--- src/rtl/core/lsp_pkg.sv ---
// Shared constants, register codes and types of the looped sample player.
// No dependencies; the files that use this package refer to it by scoped names.
package lsp_pkg;

  // Store depths
  localparam int MAIN_FRAMES_MAX     = 16384;
  localparam int ONE_SHOT_FRAMES_MAX = 8192;

  // Derived widths: address, frame count, phase and phase sum
  localparam int MAIN_AW = $clog2(MAIN_FRAMES_MAX);
  localparam int MAIN_CW = MAIN_AW + 1;
  localparam int MPH_W   = MAIN_AW + 32;
  localparam int MSUM_W  = MPH_W + 1;
  localparam int OS_AW   = $clog2(ONE_SHOT_FRAMES_MAX);
  localparam int OS_CW   = OS_AW + 1;
  localparam int OPH_W   = OS_AW + 33;

  localparam int FRAME_W   = 16;
  localparam int CFG_IDX_W = 3;

  // Input modes
  localparam logic [1:0] MODE_TICK     = 2'd0;
  localparam logic [1:0] MODE_MAIN_WR  = 2'd1;
  localparam logic [1:0] MODE_OS_WR    = 2'd2;

  // Switch positions
  localparam logic [1:0] SW_UP   = 2'd0;
  localparam logic [1:0] SW_MID  = 2'd1;
  localparam logic [1:0] SW_DOWN = 2'd2;
  localparam logic [1:0] SW_NONE = 2'd3;

  // Register indexes
  localparam logic [CFG_IDX_W-1:0] CFG_MAIN_FRAMES = 3'd0;
  localparam logic [CFG_IDX_W-1:0] CFG_OS_FRAMES   = 3'd1;
  localparam logic [CFG_IDX_W-1:0] CFG_MAIN_STEP   = 3'd2;
  localparam logic [CFG_IDX_W-1:0] CFG_OS_STEP     = 3'd3;
  localparam logic [CFG_IDX_W-1:0] CFG_LOOP_COUNT  = 3'd4;

  // Reset values
  localparam logic [31:0] MAIN_STEP_RST  = 32'h8000_0000;
  localparam logic [31:0] OS_STEP_RST    = 32'h4000_0000;
  localparam logic [3:0]  LOOP_COUNT_RST = 4'd3;

  // Saturation limits (14-bit working width)
  localparam logic signed [13:0] SAT_HI = 14'sd2047;
  localparam logic signed [13:0] SAT_LO = -14'sd2048;

  // Configuration as seen by the player, already saturated
  typedef struct packed {
    logic [MAIN_CW-1:0] main_frames;
    logic [OS_CW-1:0]   os_frames;
    logic [31:0]        main_step;
    logic [31:0]        os_step;
    logic [3:0]         loops_eff;
  } lsp_cfg_t;

endpackage

--- src/rtl/core/lsp_mix.sv ---
// Linear interpolation of both voices and the saturated stereo sum.
// Depends on lsp_pkg for frame width and saturation limits.
module lsp_mix (
  input  logic [lsp_pkg::FRAME_W-1:0] main_a,
  input  logic [lsp_pkg::FRAME_W-1:0] main_b,
  input  logic [11:0]                 main_frac,
  input  logic                        main_on,
  input  logic [lsp_pkg::FRAME_W-1:0] os_a,
  input  logic [lsp_pkg::FRAME_W-1:0] os_b,
  input  logic [11:0]                 os_frac,
  input  logic                        os_on,
  input  logic                        perf,
  output logic signed [11:0]          mix_left,
  output logic signed [11:0]          mix_right
);

  function automatic logic signed [11:0] sat12(input logic signed [13:0] v);
    if (v > lsp_pkg::SAT_HI) return 12'(lsp_pkg::SAT_HI);
    if (v < lsp_pkg::SAT_LO) return 12'(lsp_pkg::SAT_LO);
    return 12'(v);
  endfunction

  // a*16 + floor((b - a) * frac / 256); one 8-bit step is 16 output units
  function automatic logic signed [11:0] lerp(input logic [7:0] a, input logic [7:0] b,
                                              input logic [11:0] f);
    logic signed [8:0]  d;
    logic signed [21:0] p;
    logic signed [13:0] base;
    d    = $signed({b[7], b}) - $signed({a[7], a});
    p    = d * $signed({1'b0, f});
    base = $signed({{2{a[7]}}, a, 4'b0000});
    return sat12(base + 14'(p >>> 8));
  endfunction

  logic signed [11:0] ml, mr, ol, orr;

  // Per-voice samples, silent when the voice does not play
  always_comb begin
    ml  = main_on ? lerp(main_a[7:0],  main_b[7:0],  main_frac) : 12'sd0;
    mr  = main_on ? lerp(main_a[15:8], main_b[15:8], main_frac) : 12'sd0;
    ol  = os_on   ? lerp(os_a[7:0],    os_b[7:0],    os_frac)   : 12'sd0;
    orr = os_on   ? lerp(os_a[15:8],   os_b[15:8],   os_frac)   : 12'sd0;
  end

  // Output only during a performance
  assign mix_left  = perf ? sat12(14'(ml) + 14'(ol))  : 12'sd0;
  assign mix_right = perf ? sat12(14'(mr) + 14'(orr)) : 12'sd0;

endmodule

--- config.mk ---
export PLATFORM = sky130hd
export DESIGN_NAME = lsp_mix
export DESIGN_NICKNAME = d
export VERILOG_FILES = /design/src/rtl/core/lsp_pkg.sv /design/src/rtl/core/lsp_mix.sv
export SDC_FILE = /design/constraint.sdc
export NUM_CORES = 1
export LEC_CHECK = 0
export ABC_AREA = 1
export BUFFER_PORTS_ARGS = -buffer_cell sky130_fd_sc_hd__buf_2
export CAP_MARGIN = 15
export CORE_MARGIN = 3
export CORE_UTILIZATION = 66
export DETAILED_ROUTE_END_ITERATION = 6
export PLACE_DENSITY = 0.86
export SLEW_MARGIN = 20
export SYNTH_ARGS = -nofsm -noshare
export SYNTH_HDL_FRONTEND = slang
export SYNTH_SLANG_ARGS = --single-unit
--- constraint.sdc ---
create_clock -name vclk -period 18.4
set_input_delay 3.68 -clock vclk [all_inputs]
set_output_delay 3.68 -clock vclk [all_outputs]
set_load 0.02 [all_outputs]
# Word level (Yosys, flattened, before mapping)
# Cells that the tools add are included.
# word_totals
elab_cells,74
output_inout_bits,24
rom_bits,0
reg_bits,0
ram_bits,0
latch_bits,0
memories,0
# classes
div_mod_pow,0
n_mux,48
n_eq_ne,0
magnitude_cmp,12
addsub,10
reduce_logical,0
n_bitwise,0
shift,0
n_mul,4
# ops
operator,n
2-to-1 mux 12 bit,30
multiplier 9 x 13 -> 22 bit,4
adder 12 x 14 -> 14 bit,4
greater-than comparator 14 x 12 -> 1 bit (second input constant),4
< comparator 14 x 12 -> 1 bit (second input constant),4
subtractor 8 x 8 -> 9 bit,4
adder 12 x 12 -> 13 bit,2
greater-than comparator 13 x 12 -> 1 bit (second input constant),2
< comparator 13 x 12 -> 1 bit (second input constant),2
2-to-1 mux 1 bit,18

# Logic depth before layout (Yosys ltp)
# Gate-level depths: netlist of run 1.
# depth
word_depth,16
mapped_depth,57

# Least setup slack after synthesis of run 1
# Ideal clock, no wire load.
# synth_path
path_type,input to output
startpoint,input main_a[2] (netlist name)
endpoint,output mix_left[10]
path_slack_ns,2.248
arrival_time_ns,12.472
path_stages,46
path_cell_list,inv_1 ha_1 a21oi_1 o21ai_1 a21oi_1 o21bai_1 nand2_1 nand2_1 a21oi_1 xor2_2 inv_1 nand2_1 fa_1 fa_1 inv_1 fa_1 fa_1 inv_1 [... 10 more ...] inv_1 fa_1 o21ai_0 nand4_1 o211ai_1 xor2_1 or2_2 nand3_2 nand2_1 ha_1 a21o_1 a31o_2 nand3_1 nand4_1 xor2_1 o21ai_1 buf_2 a21oi_1
# synth_via
elab_chain_len,16
word_cells_on_any_way,22
classes_between,add/sub: 3; mul: 1; order compare: 4; mux: 14
# synth_rtl
item,line,rtl
from (decl),lsp_mix.sv:4,"input logic [lsp_pkg::FRAME_W-1:0] main_a,"
subtractor 8 x 8 -> 9 bit,lsp_mix.sv:29,"d = $signed({b[7], b}) - $signed({a[7], a});"
multiplier 9 x 13 -> 22 bit,lsp_mix.sv:30,"p = d * $signed({1'b0, f});"
adder 12 x 14 -> 14 bit (*),lsp_mix.sv:32,return sat12(base + 14'(p >>> 8));
< comparator 14 x 12 -> 1 bit,lsp_mix.sv:19,if (v < lsp_pkg::SAT_LO) return 12'(lsp_pkg::SAT_LO);
2-to-1 mux 1 bit (2 in a row),lsp_mix.sv:19,
2-to-1 mux 12 bit,lsp_mix.sv:20,return 12'(v);
2-to-1 mux 12 bit (*),lsp_mix.sv:19,
2-to-1 mux 12 bit (*),lsp_mix.sv:39,"ml = main_on ? lerp(main_a[7:0], main_b[7:0], main_frac) : 12'sd0;"
adder 12 x 12 -> 13 bit (*),lsp_mix.sv:46,assign mix_left = perf ? sat12(14'(ml) + 14'(ol)) : 12'sd0;
< comparator 13 x 12 -> 1 bit,lsp_mix.sv:19,
2-to-1 mux 1 bit (2 in a row),lsp_mix.sv:19,
2-to-1 mux 12 bit,lsp_mix.sv:20,
2-to-1 mux 12 bit (*),lsp_mix.sv:19,
2-to-1 mux 12 bit (*),lsp_mix.sv:46,
to (decl),lsp_mix.sv:13,"output logic signed [11:0] mix_left,"
# Every way passes the cells marked *; elsewhere a longest branch is shown, timed or not. The select of a mux whose other input is x is not followed.

# Worst setup path in the final report of run 1
# layout_path
startpoint,input main_a[8] (netlist name)
endpoint,output mix_right[5]
# layout_via
elab_chain_len,16
word_cells_on_any_way,22
classes_between,add/sub: 3; mul: 1; order compare: 4; mux: 14
# layout_rtl
item,line,rtl
subtractor 8 x 8 -> 9 bit,lsp_mix.sv:29,
multiplier 9 x 13 -> 22 bit,lsp_mix.sv:30,
adder 12 x 14 -> 14 bit (*),lsp_mix.sv:32,
< comparator 14 x 12 -> 1 bit,lsp_mix.sv:19,
2-to-1 mux 1 bit (2 in a row),lsp_mix.sv:19,
2-to-1 mux 12 bit,lsp_mix.sv:20,
2-to-1 mux 12 bit (*),lsp_mix.sv:19,
2-to-1 mux 12 bit (*),lsp_mix.sv:40,"mr = main_on ? lerp(main_a[15:8], main_b[15:8], main_frac) : 12'sd0;"
adder 12 x 12 -> 13 bit (*),lsp_mix.sv:47,assign mix_right = perf ? sat12(14'(mr) + 14'(orr)) : 12'sd0;
< comparator 13 x 12 -> 1 bit,lsp_mix.sv:19,
2-to-1 mux 1 bit (2 in a row),lsp_mix.sv:19,
2-to-1 mux 12 bit,lsp_mix.sv:20,
2-to-1 mux 12 bit (*),lsp_mix.sv:19,
2-to-1 mux 12 bit (*),lsp_mix.sv:47,
to (decl),lsp_mix.sv:14,output logic signed [11:0] mix_right
# Marks and branches as above.

==> results of run 1 <==
cells by family after synthesis:
| kind of cell | share of synthesized area [%] |
|---|---|
| buffers and inverters | 11.9 |
| AOI/OAI and AO/OA | 7.70 |
| xor gates and xnor gates | 6.20 |
| and+or+nand+nor | 20.6 |
| adders and majority gates | 53.6 |
final timing paths:
| kind | startpoint | cells after the start | to |
|---|---|---|---|
| worst max-delay path | main_a[8] | 45 | mix_right[5] |
| worst min-delay path | perf | 4 | mix_right[11] |
metrics by stage:
stage	util [%]	hold slack, ns	cells
finish	71.1	7.87	2906
global route	71.1	7.88	2906
CTS	71.1	7.86	2906
floorplan	-	7.50	2457
global placement	71.1	7.85	2906
detailed placement	71.1	7.86	2906
metal layers:
layer,routed length [um],track usage (%),up-vias
met5,13,0,-
li1,-,-,7754
met4,2900,15.6,2
met2,24300,59.9,705
met3,3270,3.60,193
met1,18200,38.1,7900
final cells by class:
type	count	area [sq um]	share of cell area, %
inverter	514	1930	10.0
multi-input combinational	1885	16100	83.8
tap	372	465	2.42
timing repair buffer	135	726	3.77
cells in the final DEF (no fill, tap or decap), types with 12 or more instances in the layout:
cell      count
nand3_1      93
nor3_1       18
a21oi_1     137
o21bai_1     16
a21o_1       16
nand2_1     424
buf_4        20
xnor2_1      44
fa_1        290
o21ai_0      39
or2_2        17
clkinv_1     13
nand2_2      12
ha_1        320
nand4_1      17
xor2_1       80
buf_2       115
nor2_1      295
inv_1       497
worst max-delay path: cells and delay by family:
kind | cells | cell delay (ns)
AO/OA/AOI/OAI | 11 | 2.60
XOR/XNOR | 2 | 0.27
adder cells (fa/ha/maj) | 12 | 4.78
buffers and inverters | 7 | 0.73
AND/OR/NAND/NOR | 13 | 1.87
==> impl_metrics.csv, run 1 <==
group,metric,value,unit
logic_synthesis,yosysWarnings,0,
critical_path,critPathRequiredTime,14.72,ns
clock_tree,cts_resized,0,
clock_tree,post_cts.repair.setup_buffers,0,
placement,dp_hpwl,41800,um
cells_and_area,nets,3237,
timing,setup_tns,0,ns
critical_path,cp_slowest_stage_delay,0.55,ns
route,num_vias,16554,
timing,rsz0062_at_grt,"false",
logic_synthesis,yosysMostFrequentCell,"inv_1",
route,final_antenna_net_count,0,
cells_and_area,area_growth,5.18,%
global_routing,gr-total-overflow,0,
floorplanning,io-pin-count,115,
logic_synthesis,yosys-top-cells-count,"497 x inv_1, 424 x nand2_1, 320 x ha_1",
cells_and_area,flops_and_latches,0,
floorplanning,fp.coreArea,0.0271,sq mm
critical_path,start_kind,"input port",
cells_and_area,finalInstanceArea,0.0193,sq mm
logic_synthesis,synth_nets,3158,
worst_hold_path,hold_class,"in2out",
logic_synthesis,synth.yosys.seq_area_share,0,%
status,status,"complete, no violations",
placement,pre_cts_ws,0.683,ns
critical_path,end_kind,"primary output",
route,drcViolationCount,0,
logic_synthesis,synth.avg_cell_area,7.46,sq um
cells_and_area,nFillCells,2164,
timing,worst_pin_slew,0.714,ns
critical_path,criticalPathCategory,"in2out",
route,first_iter_violations,1027,
global_routing,grt_max_degree,26,
timing,period_share,95.7,%
timing,clock.fmax,56.8,MHz
logic_synthesis,synth.top_cell.area_share,31.7,%
timing,min_period,17.60,ns
route,routedWlPerCell,16.7,um
global_routing,grt_pass1_wl,81500,um
timing,finalSetupViolations,0,
route,wl,48700,um
logic_synthesis,post_synth_num_cell_types,43,
timing,slew_viol_final,0,
cells_and_area,antenna_cells_inserted,0,
job,maxCapViolCount,0,
logic_synthesis,yosys.area.top_type,"fa_1",
placement,io_buffers,115,
placement,place_area,0.0193,sq mm
timing,setup_ws,0.799,ns
global_routing,grt_usage,32.7,%
floorplanning,die_x,173,um
cells_and_area,regArea,0,sq um
route,dr.pass1.iters,5,
critical_path,crit_top_cell,"fa_1",
cells_and_area,nClkBuffers,0,
cells_and_area,drive_gt1_share,7.66,%
timing,relSlewSlack,52.4,%
critical_path,worst_ep_arrival_time,13.92,ns
timing,hold_viol,0,
logic_synthesis,syn_area,0.0183,sq mm
logic_synthesis,syn-instance-count,2457,
floorplanning,die_h,173,um
logic_synthesis,synthTopCellsByArea,"fa_1 32%, ha_1 22%, inv_1 10%",
critical_path,crit_slowest_cell,"o21ai_1",
critical_path,path_max_fanout,11,
global_routing,grt_pass1_vias,17482,
route,vias_per_cell,5.70,
floorplanning,rows,60,
floorplanning,start_util,67.6,%
placement,globalplace.congestion,0.959,
global_routing,grt_antenna_before_repair,1,
clock_tree,postCtsHoldBufs,0,
floorplanning,die-area,0.0298,sq mm
Power of run 1 is left out: the tool's default activity adds up to more than one toggle a clock period on the data nets, which glitch-free logic cannot reach.
==> run 2: changes to the inputs <==
PLACE_DENSITY = 0.85   (was 0.86)
==> run 2 against run 1 <==
  * Hold slack gained 0.014 ns
  * Highest routed layer unchanged
  * Flip-flop and latch count is the same
  * Count of clock-buffer cells in the layout is the same
  * Core utilization is essentially flat
  * Die area is the same
  * Maximum frequency is essentially flat
  * Worst setup slack gained 0.013 ns
  * First-iteration DRC count grew 4.7%
  * Sequential share of layout area is the same
  * Critical path depth grew 7
==> impl_metrics.csv, run 2 (synthesis results as in run 1) <==
group,metric,value,unit
cells_and_area,most-common-layout-cells,"497 x inv_1, 423 x nand2_1, 320 x ha_1, 295 x nor2_1, 290 x fa_1",
critical_path,end_kind,"primary output",
placement,globalplace.congestion,0.957,
cells_and_area,flops_and_latches,0,
global_routing,grt_pass1_wl,82400,um
timing,rsz0062_at_grt,"false",
job,maxCapViolCount,0,
critical_path,crit_family,"adder cells",
critical_path,start_kind,"input port",
critical_path,cp_slowest_stage_delay,0.56,ns
cells_and_area,drive_gt1_share,7.73,%
route,num_vias,16423,
floorplanning,start_util,67.6,%
timing,min_period,17.59,ns
timing,worst_pin_slew,1.02,ns
global_routing,grt_max_degree,26,
cells_and_area,nClkBuffers,0,
timing,slew_viol_final,0,
floorplanning,rows,60,
global_routing,grt_pass1_vias,17495,
timing,relSlewSlack,31.5,%
floorplanning,fp.coreArea,0.0271,sq mm
critical_path,path_max_fanout,11,
timing,period_share,95.6,%
cells_and_area,regArea,0,sq um
route,routedWlPerCell,16.7,um
route,final_antenna_net_count,0,
route,dr.pass1.iters,6,
global_routing,grt_antenna_before_repair,1,
cells_and_area,final_util,71.1,%
critical_path,crit_slowest_cell,"fa_1",
placement,io_buffers,115,
critical_path,crit_top_cell,"nand2_1",
cells_and_area,nets,3237,
timing,clock.fmax,56.9,MHz
timing,finalSetupViolations,0,
critical_path,cp_num_buf_inv,10,
cells_and_area,antenna_cells_inserted,0,
route,vias_per_cell,5.65,
worst_hold_path,hold_class,"in2out",
status,status,"complete, no violations",
floorplanning,die_h,173,um
floorplanning,die-area,0.0298,sq mm
cells_and_area,area_growth,5.22,%
critical_path,worst_ep_arrival_time,13.91,ns
route,wl,48400,um
timing,setup_tns,0,ns
global_routing,gr-total-overflow,0,
critical_path,criticalPathCategory,"in2out",
cells_and_area,nFillCells,2186,
cells_and_area,final_common_cell,"inv_1",
route,first_iter_violations,1075,
global_routing,grt_usage,33.0,%
timing,hold_viol,0,
critical_path,critPathRequiredTime,14.72,ns
floorplanning,die_x,173,um
placement,dp_hpwl,41900,um
route,drcViolationCount,0,
floorplanning,io-pin-count,115,
==> run 2: layout make-up <==
class	count	area, sq um	area share (%)
multi-input combinational	1885	16100	83.8
timing repair buffer	135	726	3.77
tap	372	465	2.41
inverter	514	1930	10.0
==> run 2: metal layers <==
metal	track usage [%]	routed length, um	vias up
li1	-	-	7748
met1	39.4	18400	7814
met2	59.1	23800	660
met3	3.86	3100	199
met4	16.5	3160	2
met5	0	15	-
==> run 2: per-stage QoR <==
step / setup slack, ns / cells / instance area, sq um / hold slack (ns)
after global routing: 0.0248 / 2906 / 19300 / 7.90
final: 0.812 / 2906 / 19300 / 7.88
after detailed placement: 0.602 / 2906 / 19300 / 7.86
after floorplan: 2.25 / 2457 / 18300 / 7.50
after CTS: 0.584 / 2906 / 19300 / 7.86
after global placement: 1.06 / 2906 / 19300 / 7.85
==> run 2: timing repair <==
item                                    4_1_cts  5_1_grt
endpoints found under the setup margin        0       12
gates resized for setup                       0        5
hold buffers                                  0        0
setup buffers                                 0        0
==> run 2: path summary, 6_finish.rpt <==
check,from,to,slack [ns],cells after the start
max,os_a[2],mix_left[5],0.81,52
min,perf,mix_right[5],7.88,4
==> run 2: tightest hold or removal path, cell delays in order <==
cell     delay [ns]
buf_2          0.15
nand3_1        0.12
o21ai_0        0.08
buf_2          0.16
Power of run 2 is left out for the same reason.
