**src/rtl/core/lsp_pkg.sv**
```systemverilog
// Shared constants, register codes and types of the looped sample player.
// No dependencies; the files that use this package refer to it by scoped names.
package lsp_pkg;

  // Store depths
  localparam int MAIN_FRAMES_MAX     = 16384;
  localparam int ONE_SHOT_FRAMES_MAX = 8192;

  // Derived widths: address, frame count, phase and phase sum
  localparam int MAIN_AW = $clog2(MAIN_FRAMES_MAX);
  localparam int MAIN_CW = MAIN_AW + 1;
  localparam int MPH_W   = MAIN_AW + 32;
  localparam int MSUM_W  = MPH_W + 1;
  localparam int OS_AW   = $clog2(ONE_SHOT_FRAMES_MAX);
  localparam int OS_CW   = OS_AW + 1;
  localparam int OPH_W   = OS_AW + 33;

  localparam int FRAME_W   = 16;
  localparam int CFG_IDX_W = 3;

  // Input modes
  localparam logic [1:0] MODE_TICK     = 2'd0;
  localparam logic [1:0] MODE_MAIN_WR  = 2'd1;
  localparam logic [1:0] MODE_OS_WR    = 2'd2;

  // Switch positions
  localparam logic [1:0] SW_UP   = 2'd0;
  localparam logic [1:0] SW_MID  = 2'd1;
  localparam logic [1:0] SW_DOWN = 2'd2;
  localparam logic [1:0] SW_NONE = 2'd3;

  // Register indexes
  localparam logic [CFG_IDX_W-1:0] CFG_MAIN_FRAMES = 3'd0;
  localparam logic [CFG_IDX_W-1:0] CFG_OS_FRAMES   = 3'd1;
  localparam logic [CFG_IDX_W-1:0] CFG_MAIN_STEP   = 3'd2;
  localparam logic [CFG_IDX_W-1:0] CFG_OS_STEP     = 3'd3;
  localparam logic [CFG_IDX_W-1:0] CFG_LOOP_COUNT  = 3'd4;

  // Reset values
  localparam logic [31:0] MAIN_STEP_RST  = 32'h8000_0000;
  localparam logic [31:0] OS_STEP_RST    = 32'h4000_0000;
  localparam logic [3:0]  LOOP_COUNT_RST = 4'd3;

  // Saturation limits (14-bit working width)
  localparam logic signed [13:0] SAT_HI = 14'sd2047;
  localparam logic signed [13:0] SAT_LO = -14'sd2048;

  // Configuration as seen by the player, already saturated
  typedef struct packed {
    logic [MAIN_CW-1:0] main_frames;
    logic [OS_CW-1:0]   os_frames;
    logic [31:0]        main_step;
    logic [31:0]        os_step;
    logic [3:0]         loops_eff;
  } lsp_cfg_t;

endpackage

```
**src/rtl/core/lsp_cfg_if.sv**
```systemverilog
// Configuration write channel: register index and write data.
// Index width from lsp_pkg.
interface lsp_cfg_if;
  logic                           valid;
  logic                           ready;
  logic [lsp_pkg::CFG_IDX_W-1:0]  index;
  logic [31:0]                    data;

  modport source (output valid, index, data, input ready);
  modport sink   (input valid, index, data, output ready);
endinterface

```
**src/rtl/core/lsp_cfg_regs.sv**
```systemverilog
// Configuration register bank; saturates frame counts and loop count.
// Depends on lsp_pkg and lsp_cfg_if.
module lsp_cfg_regs (
  input  logic              clk,
  input  logic              rst_n,
  lsp_cfg_if.sink           cfg_ch,
  output lsp_pkg::lsp_cfg_t cfg_o
);

  logic [14:0] main_frames_r;
  logic [13:0] os_frames_r;
  logic [31:0] main_step_r;
  logic [31:0] os_step_r;
  logic [3:0]  loop_count_r;

  // The user must send writes only while idle; the block does not enforce it. The port never stalls
  assign cfg_ch.ready = 1'b1;

  always_ff @(posedge clk) begin
    if (!rst_n) begin
      main_frames_r <= '0;
      os_frames_r   <= '0;
      main_step_r   <= lsp_pkg::MAIN_STEP_RST;
      os_step_r     <= lsp_pkg::OS_STEP_RST;
      loop_count_r  <= lsp_pkg::LOOP_COUNT_RST;
    end else if (cfg_ch.valid) begin
      case (cfg_ch.index)
        lsp_pkg::CFG_MAIN_FRAMES: main_frames_r <= cfg_ch.data[14:0];
        lsp_pkg::CFG_OS_FRAMES:   os_frames_r   <= cfg_ch.data[13:0];
        lsp_pkg::CFG_MAIN_STEP:   main_step_r   <= cfg_ch.data;
        lsp_pkg::CFG_OS_STEP:     os_step_r     <= cfg_ch.data;
        lsp_pkg::CFG_LOOP_COUNT:  loop_count_r  <= cfg_ch.data[3:0];
        default: ;
      endcase
    end
  end

  // Frame counts clip to store depth; a loop count of zero plays once
  always_comb begin
    cfg_o.main_frames = (32'(main_frames_r) > lsp_pkg::MAIN_FRAMES_MAX) ?
                        lsp_pkg::MAIN_CW'(lsp_pkg::MAIN_FRAMES_MAX) :
                        lsp_pkg::MAIN_CW'(main_frames_r);
    cfg_o.os_frames   = (32'(os_frames_r) > lsp_pkg::ONE_SHOT_FRAMES_MAX) ?
                        lsp_pkg::OS_CW'(lsp_pkg::ONE_SHOT_FRAMES_MAX) :
                        lsp_pkg::OS_CW'(os_frames_r);
    cfg_o.main_step   = main_step_r;
    cfg_o.os_step     = os_step_r;
    cfg_o.loops_eff   = (loop_count_r == 4'd0) ? 4'd1 : loop_count_r;
  end

endmodule

```
**src/flat_wrapper.sv**
```systemverilog
// flat-port wrapper written by rule: the top's interface ports become plain ports
module lsp_cfg_regs_flat 
  (clk, rst_n, cfg_o, cfg_ch_valid, cfg_ch_index, cfg_ch_data, cfg_ch_ready);
  lsp_cfg_if cfg_ch_i ();
  input  logic clk;
  input  logic rst_n;
  output lsp_pkg::lsp_cfg_t cfg_o;
  input wire logic [$bits(cfg_ch_i.valid)-1:0] cfg_ch_valid;
  input wire logic [$bits(cfg_ch_i.index)-1:0] cfg_ch_index;
  input wire logic [$bits(cfg_ch_i.data)-1:0] cfg_ch_data;
  output wire logic [$bits(cfg_ch_i.ready)-1:0] cfg_ch_ready;
  assign cfg_ch_i.valid = cfg_ch_valid;
  assign cfg_ch_i.index = cfg_ch_index;
  assign cfg_ch_i.data = cfg_ch_data;
  assign cfg_ch_ready = cfg_ch_i.ready;
  lsp_cfg_regs u_core (.clk(clk), .rst_n(rst_n), .cfg_ch(cfg_ch_i), .cfg_o(cfg_o));
endmodule
```
**config.mk**
```make
export PLATFORM = sky130hd
export DESIGN_NAME = lsp_cfg_regs_flat
export DESIGN_NICKNAME = d
export VERILOG_FILES = /design/src/rtl/core/lsp_pkg.sv /design/src/rtl/core/lsp_cfg_if.sv /design/src/rtl/core/lsp_cfg_regs.sv /design/src/flat_wrapper.sv
export SDC_FILE = /design/constraint.sdc
export NUM_CORES = 1
export LEC_CHECK = 0
export BUFFER_PORTS_ARGS = -buffer_cell sky130_fd_sc_hd__buf_4
export CORE_ASPECT_RATIO = 1.25
export CORE_MARGIN = 5
export CORE_UTILIZATION = 45
export DETAILED_ROUTE_END_ITERATION = 10
export PLACE_DENSITY = 0.84
export SYNTH_ARGS = -nofsm -noshare
export SYNTH_HDL_FRONTEND = slang
export SYNTH_SLANG_ARGS = --single-unit
export TNS_END_PERCENT = 5
```
**constraint.sdc**
```tcl
create_clock -name clk -period 2.6 [get_ports clk]
set_clock_uncertainty 0.2 [all_clocks]
set_input_delay 0.26 -clock clk [delete_from_list [all_inputs] [get_ports clk]]
set_output_delay 0.26 -clock clk [all_outputs]
set_load 0.01 [all_outputs]
```
# Word-level counts from Yosys, hierarchy flattened
# Index checks and enable logic that the tools add are counted.
[classes] add_sub_neg=0 n_mul=0 div_mod_pow=0 magnitude_cmp=2 n_eq_ne=4 n_shift=0 muxes=3 bitwise_logic=0 n_reduce_logical=7
[ops] cell="15-bit greater-than comparator, second input constant" n=1
[ops] cell="15-bit two-way mux" n=1
[ops] cell="14-bit greater-than comparator, second input constant" n=1
[ops] cell="14-bit two-way mux" n=1
[ops] cell="2-bit AND reduction" n=5
[ops] cell="3-bit by 2-bit == test with 1-bit output, second input constant" n=2
[ops] cell="4-bit zero test" n=1
[ops] cell="4-bit two-way mux" n=1
[ops] cell="3-bit by 1-bit == test with 1-bit output, second input constant" n=1
[ops] cell="3-bit == test, second input constant" n=1
[ops] cell="3-bit zero test" n=1
[totals] reg_bits=97 latch_bits=0 ramBits=0 rom_bits=0 input_bits=38 output_inout_bits=98 elab_cells=21 mem_count=0

# Logic depth before layout (Yosys ltp)
# Gate-level depths: netlist of the first run.
[depth] word_depth=2 depth_mapped=5 depth_no_buf=3

# Worst setup path before layout of the first run
# No wires, ideal clock.
[synth_path] kind="in2reg" from="input cfg_ch_index[1]" to="register u_core.main_frames_r[14]" arrival_time_ns=1.147 required_time_ns=2.284 setup_slack_ns=1.137 stages=5 n_path_buf=2 cell_sequence="or4b_1 > buf_2 > buf_6 > nand2_1 > a21boi_1"
[synth_between] elab_chain_len=2
[synth_rtl] element="from (decl)" line_no="flat_wrapper.sv:9" rtl="input wire logic [$bits(cfg_ch_i.index)-1:0] cfg_ch_index;"
[synth_rtl] element="3-bit zero test" line_no="lsp_cfg_regs.sv:27" rtl="case (cfg_ch.index)"
[synth_rtl] element="2-bit AND reduction (no source line)"
[synth_rtl] element="to (signal assigned)" line_no="lsp_cfg_regs.sv:28" rtl="lsp_pkg::CFG_MAIN_FRAMES: main_frames_r <= cfg_ch.data[14:0];"
[synth_rtl] element="to (decl)" line_no="lsp_cfg_regs.sv:10" rtl="logic [14:0] main_frames_r;"
# No other way between the ends.
# A chain may end at the register's enable or synchronous reset.

==> flow_summary.yaml, run 1 <==
timing:
  holdWs_ns: 0.06718
  rsz0062_at_grt: "no"
  period_minus_slack_ns: 1.792
  timing.final.crit_share_pct: 68.91
  hold_viol_final: 0
  tns_ns: 0
  slew_headroom_pct: 46.25
  worstMarginPinSlew_ns: 0.8028
  fmax_mhz: 558.2
  maxSlewViolCount: 0
  setup_violations: 0
finish:
  final_util_pct: 63.95
  area_delta_synth_final_pct: 40.02
  nets: 629
  diodes: 0
  nFillCells: 696
  drive_above_1_share_pct: 26.55
critical_path:
  cp-end-kind: "output pin"
  critPathMaxStageDelay_ns: 0.68
  worstSetupPathType: "register to output pin"
  path_max_fanout: 16
  required_ns: 2.14
  crit_path_start_kind: "register"
  worst_ep_arrival_time_ns: 1.33
  cpMaxStageDelayCell: "dfxtp_1"
  path_cells: "nor2b_1, buf_4"
clocking:
  cts_buffer_depth: 2
  clock_latency_ns: 0.35
  cts_tree: "built"
  clk_pin_slew_worst_paths_ns: 0.08
  cts_sinks: 97
  ctsRootBufferMaster: "clkbuf_8"
  numCtsBuffers: 9
  htree_levels: 3
route:
  via_count: 3545
  finalWirelength_um: 10680
  final_antenna_net_count: 0
  vias_per_cell: 5.123
  firstDrtPassIters: 4
  drt_iter0_markers: 150
  drc: 0
  wl_per_cell_um: 15.43
die:
  rows: 37
  die_y_um: 112.0
  die_w_um: 91.57
  ios: 136
  initial_core_util_pct: 45.67
  fp.coreArea_um2: 8194
  die_area_um2: 10250
placement:
  port_buffers: 134
  place.gp.congestion: 0.8128
  post-dp-hpwl_um: 7390
power:
  total_leakage_power_nw: 2.224
  powerDensity_nw_per_um2: 514.3
  max-vdd-ir-drop_v: 0.0003434
synth:
  synthesis.area_um2: 3742
  synth_flop_cell: "dfxtp_1"
  yosys.area.top_type_share_pct: 51.89
  synthArstFlopShare_pct: 0
  yosysTopAreaCell: "dfxtp_1"
  synth_cells: 449
  synth.avg_cell_area_um2: 8.335
  ys_seq_area_share_pct: 51.89
  synthesis.nets: 487
  synth_edf_count: 0
  yosys_warnings: 0
  ys_top_cells_by_area: "dfxtp_1 (52%), nand2_1 (13%), nand3_1 (6.2%)"
  ys_seq_elements: 97
  synth_cell_types: 22
global_route:
  grt-ovfl-total: 0
  antenna_found_initial: 0
  grt_first_pass_wirelength_um: 17150
  track_usage_pct: 20.77
  grt_pass1_vias: 3544
  grt_max_degree: 64
min_path:
  hp-class: "input port to register"
flow_run:
  maxCapViolCount: 0
outcome:
  status: "completed"
==> layout by cell type, fill, tap and decap left out <==
cell type      count
conb_1             1
clkbuf_1           2
nand3_1           46
dlygate4sd3_1     32
o21ai_0           45
mux2i_1            5
nand2_1          128
nand4bb_1          2
a21boi_1          22
nor4b_4            1
clkinvlp_4         1
clkinv_2           2
or2_2              1
buf_4            142
dfxtp_1           97
nor4bb_1           1
or4b_1             1
nor2b_1           29
nand4b_1           1
nor3_1             1
clkbuf_8          10
a21boi_0          24
nor4bb_4           1
==> per-stage QoR <==
stage	std cells	power, W	setup WS [ns]	area, µm²
final	692	0.002695	0.8084	5240
after global routing	692	0.002797	0.7087	5240
after CTS	692	0.002715	0.7793	5240
after detailed placement	645	0.001826	0.8334	4757
after global placement	645	0.001819	0.8857	4757
after floorplan	449	0.001686	1.137	3742
==> worst max-delay path: cells and delay by family (launching register included) <==
kind	cells	cell delay (ns)
buffers and inverters	1	0.17
DFF	1	0.68
and+or+nand+nor	1	0.13
==> kinds of logic (layout without fill, tap and decap cells) <==
logic type | Yosys count | count (layout) | share of synthesized area (%)
compound gates | 91 | 91 | 15.25
simple gates | 212 | 212 | 26.41
other cells | 1 | 1 | 0.1002
flops | 97 | 97 | 51.89
mux | 5 | 5 | 1.337
buf+inv | 43 | 189 | 5.015
==> state kept, by name, summed over array words and instances (netlist names) <==
name	flops
u_core.os_frames_r	14
u_core.loop_count_r	4
u_core.os_step_r	32
u_core.main_step_r	32
u_core.main_frames_r	15
==> power by group <==
part	leakage, nW	internal, W	switching [W]
clock network	0.0822	0.000367	0.000498
registers	0.785	0.00152	0.0000196
logic	1.36	0.000150	0.000144
total	2.22	0.00203	0.000661
==> layout make-up <==
class	instances	area (µm²)	area share [%]
Multi-Input combinational cell	309	1628	31.06
Sequential cell	97	1942	37.06
Clock buffer	12	145.1	2.770
Clock inverter	3	17.52	0.3343
Timing Repair Buffer	174	1386	26.46
Tap cell	97	121.4	2.316
==> synth_stat cells (2+ instances only) <==
cell	number
nand3_1	46
mux2i_1	5
buf_2	11
buf_1	4
nand4bb_1	2
nand2_1	128
nor2b_1	29
a21boi_0	24
nor4bb_1	2
o21ai_0	45
clkbuf_1	25
dfxtp_1	97
a21boi_1	22
==> routing by layer <==
metal	share of wire (%)	GRT usage (%)	wire [µm]	vias up
li1	-	-	-	1754
met1	38	21.75	4022	1652
met2	52	37.30	5558	119
met3	8.2	7.635	874	20
met4	2.1	8.149	222	0
met5	0	0	0	-
==> path summary, 6_finish.rpt <==
kind                                                             from                                     to  slack (ns)  depth (start not counted)
worst min-delay path                                            rst_n    u_core.main_step_r[31]$_SDFFE_PN1P_        0.07                          2
worst max register to register  u_core.main_frames_r[14]$_SDFFE_PN0P_  u_core.main_frames_r[14]$_SDFFE_PN0P_        1.40                          2
worst min register to register   u_core.main_frames_r[4]$_SDFFE_PN0P_   u_core.main_frames_r[4]$_SDFFE_PN0P_        0.25                          2
worst max-delay path            u_core.main_frames_r[14]$_SDFFE_PN0P_                              cfg_o[94]        0.81                          2
==> timing repair <==
item / in CTS / in global routing
hold buffers: 32 / 0
hold endpoints to repair: 74 / 0
resized for setup: 0 / 0
buffers inserted: 0 / 0
No activity file was read; power rests on OpenSTA's default activity.
==> run 2: changes to the inputs <==
- ABC_AREA: unset -> 1
- PLACE_DENSITY: 0.84 -> 0.86
- clock period: 2.6 -> 1.5 ns (I/O delays scaled with it)
==> flow_summary.yaml, run 2 <==
route:
  wl_per_cell_um: 16.41
  via_count: 4132
  finalWirelength_um: 12670
  final_antenna_net_count: 0
  drt_iter0_markers: 333
  firstDrtPassIters: 7
  drc: 0
  vias_per_cell: 5.352
die:
  die_w_um: 92.85
  initial_core_util_pct: 46.60
  die_y_um: 113.6
  die_area_um2: 10540
  ios: 136
  fp.coreArea_um2: 8287
  rows: 37
outcome:
  failed_checks: "setup timing"
  status: "finished with violations"
timing:
  period_minus_slack_ns: 1.870
  hold_viol_final: 0
  fin_ws_ns: -0.3695
  fmax_mhz: 534.9
  setup_violations: 27
  rsz0062_at_grt: "yes"
  maxSlewViolCount: 0
  timing.final.crit_share_pct: 124.6
critical_path:
  required_ns: 1.15
  cpMaxStageDelayCell: "dfxtp_1"
  reg2reg_slack_ns: 0.45
  cp-end-kind: "output pin"
  critPathMaxStageDelay_ns: 0.34
  worst_ep_arrival_time_ns: 1.52
  path_max_fanout: 6
  worstSetupPathType: "register to output pin"
  path_cells: "nor2_1, nand2_1, nor2_4, nand2_2, a21oi_1, buf_4"
  crit_path_start_kind: "register"
synth:
  yosysTopAreaCell: "dfxtp_1"
  synthesis.nets: 543
  yosys.area.top_type_share_pct: 50.29
  synthArstFlopShare_pct: 0
  synth_commonest_cells: "nor2_1 (110), dfxtp_1 (97), a21oi_1 (63)"
  synth_flop_cell: "dfxtp_1"
  synth_edf_count: 0
  yosysMostFrequentCell: "nor2_1"
  synth_cells: 505
  synth.avg_cell_area_um2: 7.646
  synthesis.area_um2: 3861
  ys_top_cells_by_area: "dfxtp_1 (50%), nor2_1 (11%), a21oi_1 (8.2%)"
  synth_cell_types: 21
  ys_seq_elements: 97
  ys_seq_area_share_pct: 50.29
  yosys_warnings: 0
power:
  powerDensity_nw_per_um2: 895.0
  total_leakage_power_nw: 2.446
  max-vdd-ir-drop_v: 0.0006370
global_route:
  grt_max_degree: 35
  grt-ovfl-total: 0
  grt_use_met2_pct: 42.67
  track_usage_pct: 23.73
  antenna_found_initial: 0
  busiest_layer: "met2"
  grt_first_pass_wirelength_um: 19740
  grt_pass1_vias: 4009
  grt_use_met3_pct: 7.322
  grt_use_met1_pct: 25.99
clocking:
  cts_buffer_depth: 2
  cts_sinks: 97
  cts_tree: "built"
  ctsRootBufferMaster: "clkbuf_8"
  numCtsBuffers: 9
  cts_setup_buffers: 0
  clock_latency_ns: 0.37
  clk_pin_slew_worst_paths_ns: 0.09
  htree_levels: 3
placement:
  port_buffers: 134
  post-dp-hpwl_um: 8703
  place.gp.congestion: 0.8488
  post-place-cells: 721
finish:
  drive_above_1_share_pct: 32.89
  fin_cells: 772
  nets: 709
  area_delta_synth_final_pct: 46.79
  final_common_cell: "buf_4"
  final_util_pct: 68.40
  nFillCells: 605
  diodes: 0
  final_cell_mix: "buf_4 (158), nor2_1 (105), dfxtp_1 (89)"
  top_regs: "u_core.main_step_r (32), u_core.os_step_r (32), u_core.main_frames_r (15)"
min_path:
  hp-class: "input port to register"
flow_run:
  maxCapViolCount: 0
[run 2: cell type report]
class	instances	area, µm²	area share (%)
flip-flops and latches	97	1954	34.48
well taps	97	121.4	2.141
clock inverters	4	20.02	0.3532
inverters	24	90.09	1.589
multi-input cells	340	1715	30.26
repair buffers	199	1625	28.68
clock buffers	11	141.4	2.494
[run 2: kinds of logic after synthesis]
kind of cell | Yosys count | synth area share (%)
AO/OA/AOI/OAI | 135 | 18.15
buffers and inverters | 69 | 8.036
flip-flops | 97 | 50.29
AND/OR/NAND/NOR | 203 | 23.43
other | 1 | 0.09712
[run 2: power breakdown]
part | internal [W] | switching, W
clock | 0.000629 | 0.000865
sequential | 0.00265 | 0.0000563
combinational | 0.000400 | 0.000470
[run 2: stage by stage]
step           setup WS [ns]  hold WS [ns]  power [W]   TNS [ns]  cell area [µm²]
3_3_place_gp       -0.001005        0.1689   0.003443  -0.001005             5019
3_5_place_dp        -0.09167        0.1696   0.003464    -0.3875             5019
4_1_cts              -0.3278      0.008217   0.005010     -8.288             5577
5_1_grt              -0.4362       0.02746   0.005287     -10.87             5668
2_1_floorplan        0.06693       0.06322   0.003113          0             3861
6_report             -0.3695       0.01585   0.005073     -9.067             5668
[run 2: final timing paths]
path                                               from                               endpoint  cells after the start
setup / recovery    u_core.os_frames_r[10]$_SDFFE_PN0P_                              cfg_o[69]                      6
hold / removal                             cfg_ch_valid    u_core.loop_count_r[1]$_SDFFE_PN1P_                      4
setup reg to reg  u_core.main_frames_r[14]$_SDFFE_PN0P_  u_core.main_frames_r[14]$_SDFFE_PN0P_                      3
hold reg to reg       u_core.os_step_r[19]$_SDFFE_PN0P_      u_core.os_step_r[19]$_SDFFE_PN0P_                      2
[run 2: what timing repair did]
action	4_1_cts	5_1_grt
pin swaps	3	7
hold buffers	34	0
resized for setup	30	27
gates cloned	1	1
endpoints found under the hold margin	96	0
endpoints found under the setup margin	29	29
[run 2: critical path, delay by kind of cell (launching register included)]
family | cells | cell delay, ns
and+or+nand+nor | 4 | 0.50
DFF | 1 | 0.34
AOI/OAI and AO/OA | 1 | 0.16
buffers and inverters | 1 | 0.15
[run 2: metal layers]
metal	wire length, µm	vias up
met5	0	-
met4	354	0
met3	1070	40
met2	6330	195
met1	4910	1900
li1	-	1997
==> run 3: changes to the inputs <==
==> constraint.sdc (replaced) <==
create_clock -name clk -period 1.5 [get_ports clk]
set_clock_uncertainty 0.2 [all_clocks]
set_input_delay 0.3 -clock clk [delete_from_list [all_inputs] [get_ports clk]]
set_output_delay 0.3 -clock clk [all_outputs]
set_load 0.01 [all_outputs]
==> flow_summary.yaml, run 3 (synthesis gave the netlist of run 2 again) <==
outcome:
  status: "finished with violations"
  failed_checks: "setup timing"
die:
  die_w_um: 92.85
  die_area_um2: 10540
  rows: 37
  die_y_um: 113.6
  ios: 136
  fp.coreArea_um2: 8287
  initial_core_util_pct: 46.60
critical_path:
  r2r_end: "u_core.os_frames_r[4]$_SDFFE_PN0P_"
  worstSetupPathType: "register to output pin"
  r2r-start: "u_core.os_frames_r[4]$_SDFFE_PN0P_"
  worstRegToRegCells: 3
  reg2reg_slack_ns: 0.53
  crit_path_start_kind: "register"
  path_max_fanout: 7
  required_ns: 1.00
  cp-end-kind: "output pin"
  worst_ep_arrival_time_ns: 1.49
placement:
  placed_area_um2: 5216
  place.gp.congestion: 0.8183
  post-dp-hpwl_um: 8971
  port_buffers: 134
global_route:
  grt_first_pass_wirelength_um: 19420
  grt-ovfl-total: 0
  grt_max_degree: 30
  track_usage_pct: 23.03
  antenna_found_initial: 0
  grt_pass1_vias: 4082
route:
  firstDrtPassIters: 4
  via_count: 4110
  vias_per_cell: 5.437
  finalWirelength_um: 12460
  drc: 0
  final_antenna_net_count: 0
  wl_per_cell_um: 16.48
  drt_iter0_markers: 229
finish:
  area_delta_synth_final_pct: 45.53
  top_regs: "u_core.main_step_r (32), u_core.os_step_r (32), u_core.main_frames_r (15)"
  final_cell_mix: "buf_4 (168), nor2_1 (104), dfxtp_1 (87)"
  drive_above_1_share_pct: 37.33
  fin_area_um2: 5619
  nets: 692
  diodes: 0
  final_common_cell: "buf_4"
clocking:
  cts_setup_buffers: 0
  clock_latency_ns: 0.35
  cts_tree: "built"
  numCtsBuffers: 9
  ctsRootBufferMaster: "clkbuf_8"
  clk_pin_slew_worst_paths_ns: 0.09
  cts_buffer_depth: 2
  htree_levels: 3
  cts_sinks: 97
timing:
  timing.final.crit_share_pct: 132.9
  setup_violations: 28
  hold_viol_final: 0
  tns_ns: -12.18
  fmax_mhz: 501.4
  fin_ws_ns: -0.4942
  holdWs_ns: 0.01734
  maxSlewViolCount: 0
  period_minus_slack_ns: 1.994
  rsz0062_at_grt: "yes"
min_path:
  min-delay-start: "cfg_ch_data[1]"
  hp-class: "input port to register"
  hold_path_depth: 3
  holdPathEnd: "u_core.loop_count_r[1]$_SDFFE_PN1P_"
power:
  total_leakage_power_nw: 2.420
  powerDensity_nw_per_um2: 950.2
  max-vdd-ir-drop_v: 0.0006627
  finalPower_w: 0.005339
flow_run:
  maxCapViolCount: 0
[run 3: worst max-delay path by stage]
stage,startpoint,end,slack [ns],depth (start not counted)
floorplan,u_core.os_frames_r[10]$_SDFFE_PN0P_,cfg_o[68],-0.03,6
global placement,u_core.os_frames_r[8]$_SDFFE_PN0P_,cfg_o[71],-0.11,6
detailed placement,u_core.os_frames_r[4]$_SDFFE_PN0P_,cfg_o[70],-0.20,6
CTS,u_core.main_frames_r[9]$_SDFFE_PN0P_,cfg_o[88],-0.48,7
global route,u_core.os_frames_r[2]$_SDFFE_PN0P_,cfg_o[72],-0.60,6
finish,u_core.os_frames_r[2]$_SDFFE_PN0P_,cfg_o[72],-0.49,6
[run 3: critical path, stage by stage, from the launching register on]
cell and delay (ns):
dfxtp_1 0.32, nor2_1 0.12, nand2_2 0.08, nor2_4 0.17, nand2_4 0.12, a21boi_1 0.19, buf_4 0.15
[run 3: metal layers]
layer  track usage, %  share of wire, %
met1            25.56                39
met2            39.93                50
met3            6.464               8.6
met4            11.83               2.9
met5                0                 0
[run 3: layout make-up]
type | instances | area (µm²)
well taps | 97 | 121.4
multi-input cells | 340 | 1765
clock inverters | 5 | 62.56
fillers | 637 | 2668
flip-flops and latches | 97 | 1954
repair buffers | 182 | 1474
inverters | 24 | 90.09
clock buffers | 11 | 151.4
[run 3: metrics by stage]
stage | utilization [%] | setup slack [ns] | std cells
after floorplan | - | -0.02520 | 505
after global placement | 62.95 | -0.1069 | 734
after detailed placement | 62.95 | -0.2008 | 734
after CTS | 66.62 | -0.4806 | 756
after global routing | 67.81 | -0.5955 | 756
final | 67.81 | -0.4942 | 756
[run 3: power by group]
group          switching, W  internal, W  total, W
Combinational      0.000479     0.000379  0.000858
Sequential        0.0000500      0.00265   0.00270
Clock              0.000905     0.000871   0.00178
Total               0.00143      0.00390   0.00534
[run 3: timing repair]
action,CTS,global route
gates cloned,1,0
hold buffers,5,0
resized for setup,16,31
endpoints found under the hold margin,5,0
pin swaps,3,15
endpoints found under the setup margin,28,29
